### src/rtl/lca_binary_lifting_defines.svh
// assertion shorthands for the common ancestor engine
`ifndef LCA_BINARY_LIFTING_DEFINES_SVH
`define LCA_BINARY_LIFTING_DEFINES_SVH

// same-cycle implication, sampled on clk_i and quiet during reset
`define LCA_ASSERT_IMP(lbl, ante, cons, msg) \
  lbl: assert property (@(posedge clk_i) disable iff (!rst_ni) (ante) |-> (cons)) \
    else $error(msg);

// next-cycle implication
`define LCA_ASSERT_NXT(lbl, ante, cons, msg) \
  lbl: assert property (@(posedge clk_i) disable iff (!rst_ni) (ante) |=> (cons)) \
    else $error(msg);

`endif

### src/rtl/lca_pkg.sv
package lca_pkg;

  localparam int FIELD_W = 12;
  localparam int DEPTH_W = 12;
  localparam logic [DEPTH_W-1:0] DEPTH_MAX = '1;

  localparam int NODES_DEF  = 4096;
  localparam int LEVELS_DEF = 12;

  localparam logic KIND_ATTACH = 1'b0;
  localparam logic KIND_QUERY  = 1'b1;

  typedef enum logic [1:0] {
    DEP_A,
    DEP_B,
    DEP_UP
  } dep_sel_e;

  typedef struct packed {
    logic     clr_we;
    logic     load;
    logic     red_step;
    logic     att_init;
    logic     att_dep;
    logic     att_step;
    logic     att_write;
    logic     ja_mid;
    dep_sel_e dep_sel;
    logic     q_da;
    logic     q_swap;
    logic     q_up;
    logic     q_lift1;
    logic     q_res_a;
    logic     q_lift2;
    logic     q_last;
    logic     out_load;
  } lca_cmd_t;

  typedef struct packed {
    logic kind;
    logic node_zero;
    logic a_eq_b;
  } lca_stat_t;

  // number of compare-subtract steps that fold a field value below nodes
  function automatic int red_steps(int nodes);
    int k;
    k = 0;
    for (int j = 0; j < FIELD_W; j++) begin
      if ((longint'(nodes) << j) < (longint'(1) << FIELD_W)) k = j + 1;
    end
    return k;
  endfunction

  // first subtrahend of the fold: the largest nodes << j that fits the field
  function automatic logic [FIELD_W-1:0] red_top(int nodes);
    int k;
    logic [FIELD_W-1:0] v;
    k = red_steps(nodes);
    v = '0;
    if (k > 0) v = FIELD_W'(longint'(nodes) << (k - 1));
    return v;
  endfunction

endpackage

### src/rtl/lca_ctrl.sv
module lca_ctrl #(
  parameter int NODES  = lca_pkg::NODES_DEF,
  parameter int LEVELS = lca_pkg::LEVELS_DEF
) (
  input  logic                      clk_i,
  input  logic                      rst_ni,
  input  logic                      in_valid_i,
  output logic                      in_stall_o,
  output logic                      out_valid_o,
  input  logic                      out_stall_i,
  input  lca_pkg::lca_stat_t        stat_i,
  output lca_pkg::lca_cmd_t         cmd_o,
  output logic [$clog2(LEVELS)-1:0] lvl_o,
  output logic [$clog2(NODES)-1:0]  clr_addr_o
);
  import lca_pkg::*;

  localparam int NW       = $clog2(NODES);
  localparam int LvlW     = $clog2(LEVELS);
  localparam int RedSteps = red_steps(NODES);
  localparam int RedW     = (RedSteps > 1) ? $clog2(RedSteps) : 1;
  localparam logic [LvlW-1:0] LastLvl = LvlW'(LEVELS - 1);

  localparam logic [4:0] S_CLEAR  = 5'd0;
  localparam logic [4:0] S_IDLE   = 5'd1;
  localparam logic [4:0] S_RED    = 5'd2;
  localparam logic [4:0] S_START  = 5'd3;
  localparam logic [4:0] S_A_RD   = 5'd4;
  localparam logic [4:0] S_A_CAP  = 5'd5;
  localparam logic [4:0] S_A_WR   = 5'd6;
  localparam logic [4:0] S_Q_DB   = 5'd7;
  localparam logic [4:0] S_Q_SW   = 5'd8;
  localparam logic [4:0] S_L1_ROW = 5'd9;
  localparam logic [4:0] S_L1_DEP = 5'd10;
  localparam logic [4:0] S_L1_CMP = 5'd11;
  localparam logic [4:0] S_Q_EQ   = 5'd12;
  localparam logic [4:0] S_L2_RD  = 5'd13;
  localparam logic [4:0] S_L2_CMP = 5'd14;
  localparam logic [4:0] S_Q_FIN  = 5'd15;
  localparam logic [4:0] S_Q_LAST = 5'd16;
  localparam logic [4:0] S_Q_OUT  = 5'd17;

  logic [4:0]      state_q, state_d;
  logic [LvlW-1:0] lvl_q, lvl_d;
  logic [NW-1:0]   clr_q, clr_d;
  logic [RedW-1:0] red_q, red_d;
  logic            out_valid_q, out_valid_d;
  logic            out_free;

  assign out_free = !out_valid_q || !out_stall_i;

  always_comb begin
    state_d       = state_q;
    lvl_d         = lvl_q;
    clr_d         = clr_q;
    red_d         = red_q;
    cmd_o         = '0;
    cmd_o.dep_sel = DEP_A;
    unique case (state_q)
      S_CLEAR: begin
        cmd_o.clr_we = 1'b1;
        clr_d        = clr_q + NW'(1);
        if (clr_q == NW'(NODES - 1)) state_d = S_IDLE;
      end
      S_IDLE: begin
        if (in_valid_i) begin
          cmd_o.load = 1'b1;
          red_d      = '0;
          state_d    = (RedSteps > 0) ? S_RED : S_START;
        end
      end
      S_RED: begin
        cmd_o.red_step = 1'b1;
        if (red_q == RedW'(RedSteps - 1)) state_d = S_START;
        else red_d = red_q + RedW'(1);
      end
      S_START: begin
        if (stat_i.kind == KIND_ATTACH) begin
          if (stat_i.node_zero) begin
            state_d = S_IDLE;
          end else begin
            cmd_o.att_init = 1'b1;
            cmd_o.dep_sel  = DEP_B;
            lvl_d          = LvlW'(1);
            state_d        = S_A_RD;
          end
        end else begin
          cmd_o.dep_sel = DEP_A;
          state_d       = S_Q_DB;
        end
      end
      S_A_RD: begin
        cmd_o.ja_mid  = 1'b1;
        // parent depth is on the read port only on the first pass
        cmd_o.att_dep = (lvl_q == LvlW'(1));
        state_d       = S_A_CAP;
      end
      S_A_CAP: begin
        cmd_o.att_step = 1'b1;
        if (lvl_q == LastLvl) begin
          state_d = S_A_WR;
        end else begin
          lvl_d   = lvl_q + LvlW'(1);
          state_d = S_A_RD;
        end
      end
      S_A_WR: begin
        cmd_o.att_write = 1'b1;
        state_d         = S_IDLE;
      end
      S_Q_DB: begin
        cmd_o.q_da    = 1'b1;
        cmd_o.dep_sel = DEP_B;
        state_d       = S_Q_SW;
      end
      S_Q_SW: begin
        cmd_o.q_swap = 1'b1;
        lvl_d        = LastLvl;
        state_d      = S_L1_ROW;
      end
      S_L1_ROW: begin
        state_d = S_L1_DEP;
      end
      S_L1_DEP: begin
        cmd_o.q_up    = 1'b1;
        cmd_o.dep_sel = DEP_UP;
        state_d       = S_L1_CMP;
      end
      S_L1_CMP: begin
        cmd_o.q_lift1 = 1'b1;
        if (lvl_q == '0) begin
          state_d = S_Q_EQ;
        end else begin
          lvl_d   = lvl_q - LvlW'(1);
          state_d = S_L1_ROW;
        end
      end
      S_Q_EQ: begin
        if (stat_i.a_eq_b) begin
          cmd_o.q_res_a = 1'b1;
          state_d       = S_Q_OUT;
        end else begin
          lvl_d   = LastLvl;
          state_d = S_L2_RD;
        end
      end
      S_L2_RD: begin
        state_d = S_L2_CMP;
      end
      S_L2_CMP: begin
        cmd_o.q_lift2 = 1'b1;
        if (lvl_q == '0) begin
          state_d = S_Q_FIN;
        end else begin
          lvl_d   = lvl_q - LvlW'(1);
          state_d = S_L2_RD;
        end
      end
      S_Q_FIN: begin
        state_d = S_Q_LAST;
      end
      S_Q_LAST: begin
        cmd_o.q_last = 1'b1;
        state_d      = S_Q_OUT;
      end
      S_Q_OUT: begin
        if (out_free) begin
          cmd_o.out_load = 1'b1;
          state_d        = S_IDLE;
        end
      end
      default: begin
        state_d = S_IDLE;
      end
    endcase
  end

  always_comb begin
    if (cmd_o.out_load) out_valid_d = 1'b1;
    else if (!out_stall_i) out_valid_d = 1'b0;
    else out_valid_d = out_valid_q;
  end

  always_ff @(posedge clk_i or negedge rst_ni) begin
    if (!rst_ni) begin
      state_q     <= S_CLEAR;
      lvl_q       <= '0;
      clr_q       <= '0;
      red_q       <= '0;
      out_valid_q <= 1'b0;
    end else begin
      state_q     <= state_d;
      lvl_q       <= lvl_d;
      clr_q       <= clr_d;
      red_q       <= red_d;
      out_valid_q <= out_valid_d;
    end
  end

  assign in_stall_o  = (state_q != S_IDLE);
  assign out_valid_o = out_valid_q;
  assign lvl_o       = lvl_q;
  assign clr_addr_o  = clr_q;

endmodule

### config.mk
export PLATFORM = sky130hd
export DESIGN_NAME = lca_ctrl
export DESIGN_NICKNAME = d
export VERILOG_FILES = /design/src/rtl/lca_binary_lifting_defines.svh /design/src/rtl/lca_pkg.sv /design/src/rtl/lca_ctrl.sv
export SDC_FILE = /design/constraint.sdc
export NUM_CORES = 1
export LEC_CHECK = 0
export BUFFER_PORTS_ARGS = -buffer_cell sky130_fd_sc_hd__buf_2
export CAP_MARGIN = 30
export CORE_MARGIN = 3
export CORE_UTILIZATION = 37
export CTS_CLUSTER_SIZE = 28
export DETAILED_ROUTE_END_ITERATION = 7
export PLACE_DENSITY_LB_ADDON = 0.2
export SYNTH_ARGS = -nofsm -noshare
export SYNTH_HDL_FRONTEND = slang
export SYNTH_SLANG_ARGS = --single-unit
### constraint.sdc
create_clock -name clk_i -period 4.3 [get_ports clk_i]
set_input_delay 0.86 -clock clk_i [delete_from_list [all_inputs] [get_ports clk_i]]
set_output_delay 0.86 -clock clk_i [all_outputs]
set_load 0.05 [all_outputs]
Yosys cells after proc, flatten, opt, wreduce, memory -nomap -nowiden:

Index checks and enable logic that the tools add are counted.

* bits in read-only memories: 0
* latch bits: 0
* flip-flop bits (word level): 23
* RAM bits: 0
* memories kept: 0
* input bits: 7
* logic and storage cells: 97

* reductions and logical operators: 11
* add/subtract/negate cells: 4
* shift-type cells: 0
* magnitude comparators: 0
* divide/modulo/power cells: 0
* muxes and demuxes: 46
* $mul: 0
* equality and inequality tests: 31
* bitwise logic cells: 0

Operators with widths (count)
* one-hot mux 5 bit (17 select lines): 1
* equality test 5 x 4 -> 1 bit, second input constant: 8
* two-way mux 1 bit: 26
* two-way mux 5 bit: 5
* equality test 5 x 3 -> 1 bit, second input constant: 4
* two-way mux 4 bit: 5
* one-hot mux 4 bit (5 select lines): 1
* != test 2 bit, second input constant: 9
* adder 12 x 1 -> 12 bit, second input constant: 1
* equality test 12 bit, second input constant: 1
* equality test 5 x 2 -> 1 bit, second input constant: 2
* equality test 5 bit, second input constant: 2
* two-way mux 3 bit: 3
* two-way mux 2 bit: 3
* one-hot mux 2 bit (3 select lines): 1
* AND reduction 6 bit: 1
* equality test 5 x 1 -> 1 bit, second input constant: 1
* logical NOT 5 bit: 1
* != test 5 x 1 -> 1 bit, second input constant: 1
* nonzero test 5 bit: 1
* adder 4 x 1 -> 4 bit, second input constant: 1
* equality test 4 x 1 -> 1 bit, second input constant: 1
* equality test 4 bit, second input constant: 1
* logical NOT 4 bit: 1
* other kinds (10): 11

Depth between registers and ports, before layout:

Gate-level depths: netlist of the first run.

* depth after elaboration: 5
* gate-level depth with buffers: 7
* mapped depth without buffers: 7

Least setup slack after synthesis of the first run:

No wires, ideal clock.

* path type: register -> output
* start point: reg state_q[3]
* end point: out cmd_o[8] (netlist name)
* stages on the path, launching flop included: 6
* buffers on the path: 2
* data arrival time: 2.987 ns
* path slack: 0.453 ns
* cell sequence: dfrtp_1 > buf_6 > or3_1 > buf_2 > nor4_1 > or2_2

RTL lines
* start, declared: line lca_ctrl.sv:43 `logic [4:0] state_q, state_d;`
* start signal, assigned: line lca_ctrl.sv:192 `state_q <= state_d;`
* end, declared: line lca_ctrl.sv:12 `output lca_pkg::lca_cmd_t cmd_o,`

==> key figures, run 1 <==
GRT
  • Initial antenna violation count: 0
  • Vias in the first global route: 1294
  • Global route overflow: 0
  • First-pass GRT wire length: between 6000 and 7000 um
  • GR Util All Layers: 0.157
  • Largest net degree at the start of global routing: 24

Critical path
  • CP Data Arrival Time: approximately 2.1 ns
  • R2R depth: 7
  • Crit Path Class: register to output pin
  • Internal reg-to-reg setup slack: slightly above 2 ns
  • Worst EP required: ~3.4 ns
  • CP Launch Type: register
  • Maximum fanout along the worst path: 19
  • Crit. End Element: output pin
  • RR Startpoint: lvl_o[1]
  • Worst r2r dst: lvl_o[0]

Hold path
  • Worst hold path class: register to register
  • Endpoint of the worst hold path: clr_addr_o[10]
  • Hold Path Depth: 1
  • Worst Hold Launch: clr_addr_o[10]

Synthesis
  • Post-Synth XOR/XNOR Area: 0.0658
  • Area share of fa/ha/maj cells after synthesis: 0.0313
  • Mapped Area: about 0.0016 sq mm
  • Fraction of registers with async set/reset: 1.00
  • Distinct cells, synth: between 40 and 50
  • Mux contribution to synthesized area: 0.0204
  • Syn. warnings: 0
  • Syn Inst Count: 186
  • Syn avg cell area: about 8.6 sq um
  • Synth Flop Type: dfrtp_1
  • Sequential element share of the synthesized area: 0.361
  • Number of enable flip-flop cells after synthesis: 0
  • Synth Area in Compound Gates: 0.156
  • Synthesis-stage register bit count: 23
  • Syn Nets: between 150 and 200
  • Post-Synth Simple-Gate Area: 0.303
  • Largest family of logic cells by synthesized area: simple AND/OR/NAND/NOR gates

Placement
  • Pre-CTS setup slack: between 1.5 and 2 ns
  • IO buf count: between 40 and 50
  • Dpl hpwl: between 2000 and 3000 um
  • Placed Cells: 264
  • GP Congestion: between 0.8 and 0.9

Finish
  • FILL cells: about 420
  • Commonest non-fill, non-tap cells in the layout: buf_2 (42), dfrtp_1 (23), nor2_1 (18)
  • P&R area growth vs syn: 14.8%
  • Share of cells above drive strength 1: 0.266
  • Multi-input logic area: ~900 sq um
  • Antenna cells: 0
  • Final Non-Filler Cells: roughly 270
  • Nets: 230
  • Storage cell area: 576 sq um
  • Most common cell after layout, fill and taps aside: buf_2

Clock network
  • Cts repair resizes: 0
  • Root buffer cell: clkbuf_8
  • Clock-pin slew on the worst setup and hold paths: roughly 0.09 ns
  • Clock insertion delay at the later pin of the skew report: 0.27 ns
  • TritonCTS Buffers: 3
  • TritonCTS clock tree: done
  • # hold bufs at CTS: 0
  • Post-CTS setup buffer count: 0
  • H-tree lvl count: 1
  • Clk sink count: 23
  • Clock Path Buffers: 2

Pwr
  • Max VDD drop: 0.447 mV
  • Leakage dissipation: between 0.8 and 0.9 nW
  • Pwr dens: between 700 and 800 mW/mm^2

Die
  • Initial Util: 0.391
  • Die width: between 70 and 80 um
  • FP Rows: 23
  • I/O pins: 43
  • Die Area: slightly above 0.005 sq mm
  • Core area: 0.00409 sq mm
  • Die span in y: 71.7 um

Routing
  • Vias/cell: ~5.4
  • DR DRC count: 0
  • Mean routed wirelength per cell: between 10 and 15 um
  • DRT Wirelength: 3830 um
  • Drt pass-1 iters: 6
  • Initial DRC Count: around 110
  • Vias: between 1000 and 1500
  • Antenna viol nets, final: 0

Timing
  • Max Clock Skew: around 0.0019 ns
  • Relative slew slack: 0.644
  • Hold Vio Cnt, Final: 0
  • Worst Hold Margin: roughly 0.49 ns
  • Setup TNS: 0 ns
  • Tcrit/Tclk final: 0.688
  • Max-slew violations: 0
  • Slew @ Worst Pin: approximately 0.53 ns
  • Minimum clock period: 2.96 ns
  • Max Clk Rate: 338 MHz
  • RSZ-0062 raised after global routing: no
  • Final setup violation count: 0
  • Worst Slack Setup Final: 1.34 ns

Outcome
  • Outcome: complete, no violations

Job
  • Max Cap Violations: 0
[power breakdown]
part | leakage, nW | switching (mW) | internal [mW]
logic | 0.546 | 0.581 | 0.261
clock network | 0.0255 | 0.0748 | 0.0648
registers | 0.301 | 0.149 | 0.279
[stage by stage]
step	instance area, sq um	utilization	power, mW
floorplan	1600	-	1.12
finish	1830	0.449	1.41
detailed placement	1790	0.437	1.28
global route	1830	0.449	1.52
global placement	1790	0.437	1.28
CTS	1830	0.449	1.42
[cells by family (layout without fill, tap and decap cells)]
group,Yosys count,after routing
adder cells (fa/ha/maj),4,4
buffers and inverters,19,51
AO/OA/AOI/OAI,38,38
AND/OR/NAND/NOR,87,87
multiplexers,3,3
XOR/XNOR,12,12
flip-flops,23,23
[cell type report]
| cell class | instances | area share |
|---|---|---|
| Inverter | 5 | 0.0102 |
| Multi-Input combinational cell | 144 | 0.502 |
| Timing Repair Buffer | 42 | 0.115 |
| Clock inverter | 1 | 0.00273 |
| Tap cell | 50 | 0.0341 |
| Sequential cell | 23 | 0.314 |
| Clock buffer | 3 | 0.0225 |
[synthesized netlist by cell type, types with 2 or more instances]
library cell,count,area [sq um]
nor3_1,5,25.0
nor3b_1,2,15.0
inv_1,5,18.8
nor2b_1,3,18.8
nand4_1,7,43.8
or2_2,3,18.8
buf_6,2,22.5
buf_4,3,22.5
o22ai_1,2,12.5
and2_1,3,18.8
nand2_1,13,48.8
dfrtp_1,23,576
ha_1,4,50.1
mux2_2,2,22.5
or3_1,3,18.8
o21ai_0,10,50.1
nand3_1,7,35.0
nor2_1,18,67.6
nor2_4,2,22.5
a21oi_1,13,65.1
clkbuf_1,6,22.5
nor4_1,3,18.8
xnor2_1,9,78.8
xor2_1,3,26.3
buf_2,3,15.0
o31ai_1,2,15.0
nand2b_1,4,25.0
and3_1,6,37.5
a22oi_1,2,15.0
[flip-flops by register name, summed over array words and instances (netlist names)]
register	flops
state_q	5
red_q	1
clr_addr_o	12
lvl_o	4
out_valid_o	1
[worst max path at each step]
stage	from	end	slack [ns]	cells past startpoint
2_1_floorplan	state_q[3]	cmd_o[8]	0.45	5
3_3_place_gp	state_q[3]	cmd_o[8]	1.70	4
3_5_place_dp	state_q[2]	cmd_o[13]	1.63	4
4_1_cts	state_q[2]	cmd_o[13]	1.32	4
5_1_grt	state_q[3]	cmd_o[8]	1.15	4
6_report	state_q[2]	cmd_o[13]	1.34	4
[critical path: stages, from the launching register on]
cell     delay (ns)
dfrtp_1        0.68
or3b_1         0.54
nor2_1         0.19
and3_1         0.17
buf_2          0.25
[per-layer routing]
layer  global-route usage  wire [um]
met3               0.0252        220
met4               0.0313         28
met5                    0          0
met2                0.218       1550
met1                0.252       2030
Note: power is estimated with default switching activity, not from simulation.
==> run 2, diff against run 1 <==
--- a/config.mk
+++ b/config.mk
@@ -5,6 +5,7 @@
 export SDC_FILE = /design/constraint.sdc
 export NUM_CORES = 1
 export LEC_CHECK = 0
+export ABC_AREA = 1
 export BUFFER_PORTS_ARGS = -buffer_cell sky130_fd_sc_hd__buf_2
 export CAP_MARGIN = 30
 export CORE_MARGIN = 3
==> constraint.sdc (replaced) <==
create_clock -name clk_i -period 2.74 [get_ports clk_i]
set_input_delay 0.548 -clock clk_i [delete_from_list [all_inputs] [get_ports clk_i]]
set_output_delay 0.548 -clock clk_i [all_outputs]
set_load 0.05 [all_outputs]
==> key figures, run 2 <==
Outcome
  • Outcome: complete, no violations

Job
  • Max Cap Violations: 0

Critical path
  • CP Data Arrival Time: 1.76 ns
  • CP startpoint: state_q[1]
  • Slowest CP cell: dfrtp_1
  • Crit Path Class: register to output pin
  • Crit. End Element: output pin
  • Worst EP required: approximately 2.2 ns
  • RR Startpoint: state_q[1]
  • Max incr delay on CP: ~0.44 ns
  • CP dominant cell by count: inv_1
  • Crit path max-delay family: simple AND/OR/NAND/NOR gates
  • CP Launch Type: register
  • Critical Path, Cell by Cell: inv_1 -> nand2_1 -> nor3_1 -> inv_1 -> nor2_1 -> buf_2
  • Buffer and inverter count on the worst path: 3
  • Maximum fanout along the worst path: 4

Die
  • Die width: 74.3 um
  • Core area: 0.00441 sq mm
  • I/O pins: between 40 and 50
  • FP Rows: 24
  • Die Area: approximately 0.0055 sq mm
  • Die span in y: 74.3 um
  • Initial Util: 0.391

Timing
  • Slew @ Worst Pin: ~0.52 ns
  • Hold Vio Cnt, Final: 0
  • Max Clk Rate: ~430 MHz
  • Max Clock Skew: about 0.0014 ns
  • Setup TNS: 0 ns
  • Relative slew slack: 0.651
  • Worst Hold Margin: roughly 0.26 ns
  • Final setup violation count: 0
  • Max-slew violations: 0
  • Tcrit/Tclk final: 0.844
  • RSZ-0062 raised after global routing: no
  • Minimum clock period: ~2.3 ns

GRT
  • First-pass GRT wire length: around 7000 um
  • Global route overflow: 0
  • Vias in the first global route: around 1500
  • GR Util All Layers: 0.160
  • Initial antenna violation count: 0
  • Largest net degree at the start of global routing: 24

Routing
  • Vias: 1664
  • Antenna viol nets, final: 0
  • DR DRC count: 0
  • Drt pass-1 iters: 4
  • Vias/cell: 4.82
  • DRT Wirelength: between 4000 and 5000 um
  • Mean routed wirelength per cell: between 10 and 15 um
  • Initial DRC Count: between 100 and 150

Placement
  • Dpl hpwl: approximately 3400 um
  • GP Congestion: about 0.85
  • IO buf count: 42

Synthesis
  • Distinct cells, synth: 27
  • Sequential element share of the synthesized area: 0.334
  • Top-area cell type share of the netlist area: 0.334
  • Area contributors post-synth: dfrtp_1 (33%), nand2_1 (16%), nor2_1 (8.5%)
  • Synthesis-stage register bit count: 23
  • Syn avg cell area: just under 7 sq um
  • Number of enable flip-flop cells after synthesis: 0
  • Syn. warnings: 0
  • Post-synth top cells: nand2_1 (72), nor2_1 (39), inv_1 (30)
  • Cell taking the most area after synthesis: dfrtp_1
  • Syn Inst Count: 249
  • Synth Flop Type: dfrtp_1
  • Mapped Area: approximately 0.0017 sq mm
  • Top-count cell post-synth: nand2_1
  • Fraction of registers with async set/reset: 1.00
  • Syn Nets: 260

Clock network
  • Cts repair resizes: 0
  • Clock Path Buffers: 2
  • Clock-pin slew on the worst setup and hold paths: ~0.08 ns
  • TritonCTS clock tree: done
  • Post-CTS setup buffer count: 0
  • H-tree lvl count: 1
  • TritonCTS Buffers: 3
  • Root buffer cell: clkbuf_8
  • # hold bufs at CTS: 0
  • Clk sink count: 23
  • Clock insertion delay at the later pin of the skew report: 0.26 ns

Finish
  • Commonest non-fill, non-tap cells in the layout: nand2_1 (72), buf_2 (42), nor2_1 (39)
  • Antenna cells: 0
  • Nets: approximately 310
  • P&R area growth vs syn: 17.8%
  • Largest register FFs: 12
  • Share of cells above drive strength 1: 0.239
  • Most common cell after layout, fill and taps aside: nand2_1

Pwr
  • Leakage dissipation: ~1.2 nW
  • Pwr dens: approximately 1100 mW/mm^2
  • Max VDD drop: 0.428 mV

Hold path
  • Worst hold path class: input port to async pin
[run 2: stage by stage]
| stage | area, sq um | cells | total power [mW] | worst slack [ns] | util |
|---|---|---|---|---|---|
| 2_1_floorplan | 1720 | 249 | 1.73 | 0.231 | - |
| 3_3_place_gp | 1980 | 341 | 2.05 | 0.738 | 0.450 |
| 3_5_place_dp | 1980 | 341 | 2.05 | 0.721 | 0.450 |
| 4_1_cts | 2030 | 345 | 2.27 | 0.416 | 0.460 |
| 5_1_grt | 2030 | 345 | 2.44 | 0.271 | 0.460 |
| 6_report | 2030 | 345 | 2.24 | 0.427 | 0.460 |
[run 2: area by class of cell]
class,count,area [sq um]
fillers,477,2380
multi-input cells,189,1000
flip-flops and latches,23,576
repair buffers,42,210
inverters,35,131
well taps,52,65.1
clock buffers,3,41.3
clock inverters,1,5.00
[run 2: cell families after synthesis]
group | after synthesis | synth area share
buffers and inverters | 37 | 0.0849
and+or+nand+nor | 156 | 0.435
adders and majority gates | 4 | 0.0290
AOI/OAI and AO/OA | 16 | 0.0508
DFF | 23 | 0.334
xor gates and xnor gates | 13 | 0.0660
[run 2: final timing paths]
path / end / slack, ns / cells after the start
max: cmd_o[0] / 0.43 / 6
min: clr_addr_o[9] / 0.26 / 1
max reg2reg: state_q[0] / 1.09 / 8
min reg2reg: out_valid_o / 0.50 / 2
max in group asynchronous: clr_addr_o[2] / 2.13 / 1
min in group clk_i: out_valid_o / 0.50 / 2
[run 2: per-layer routing]
metal	vias to the layer above	track usage	share of wire
met5	-	0	0
met1	755	0.224	0.49
li1	864	-	-
met3	2	0.0311	0.048
met2	43	0.260	0.46
met4	0	0.0296	0.0038
[run 2: power breakdown]
group	leakage [nW]	internal [mW]	total (mW)	switching (mW)
sequential	0.303	0.436	0.585	0.149
clock	0.0255	0.101	0.206	0.104
combinational	0.880	0.388	1.45	1.06
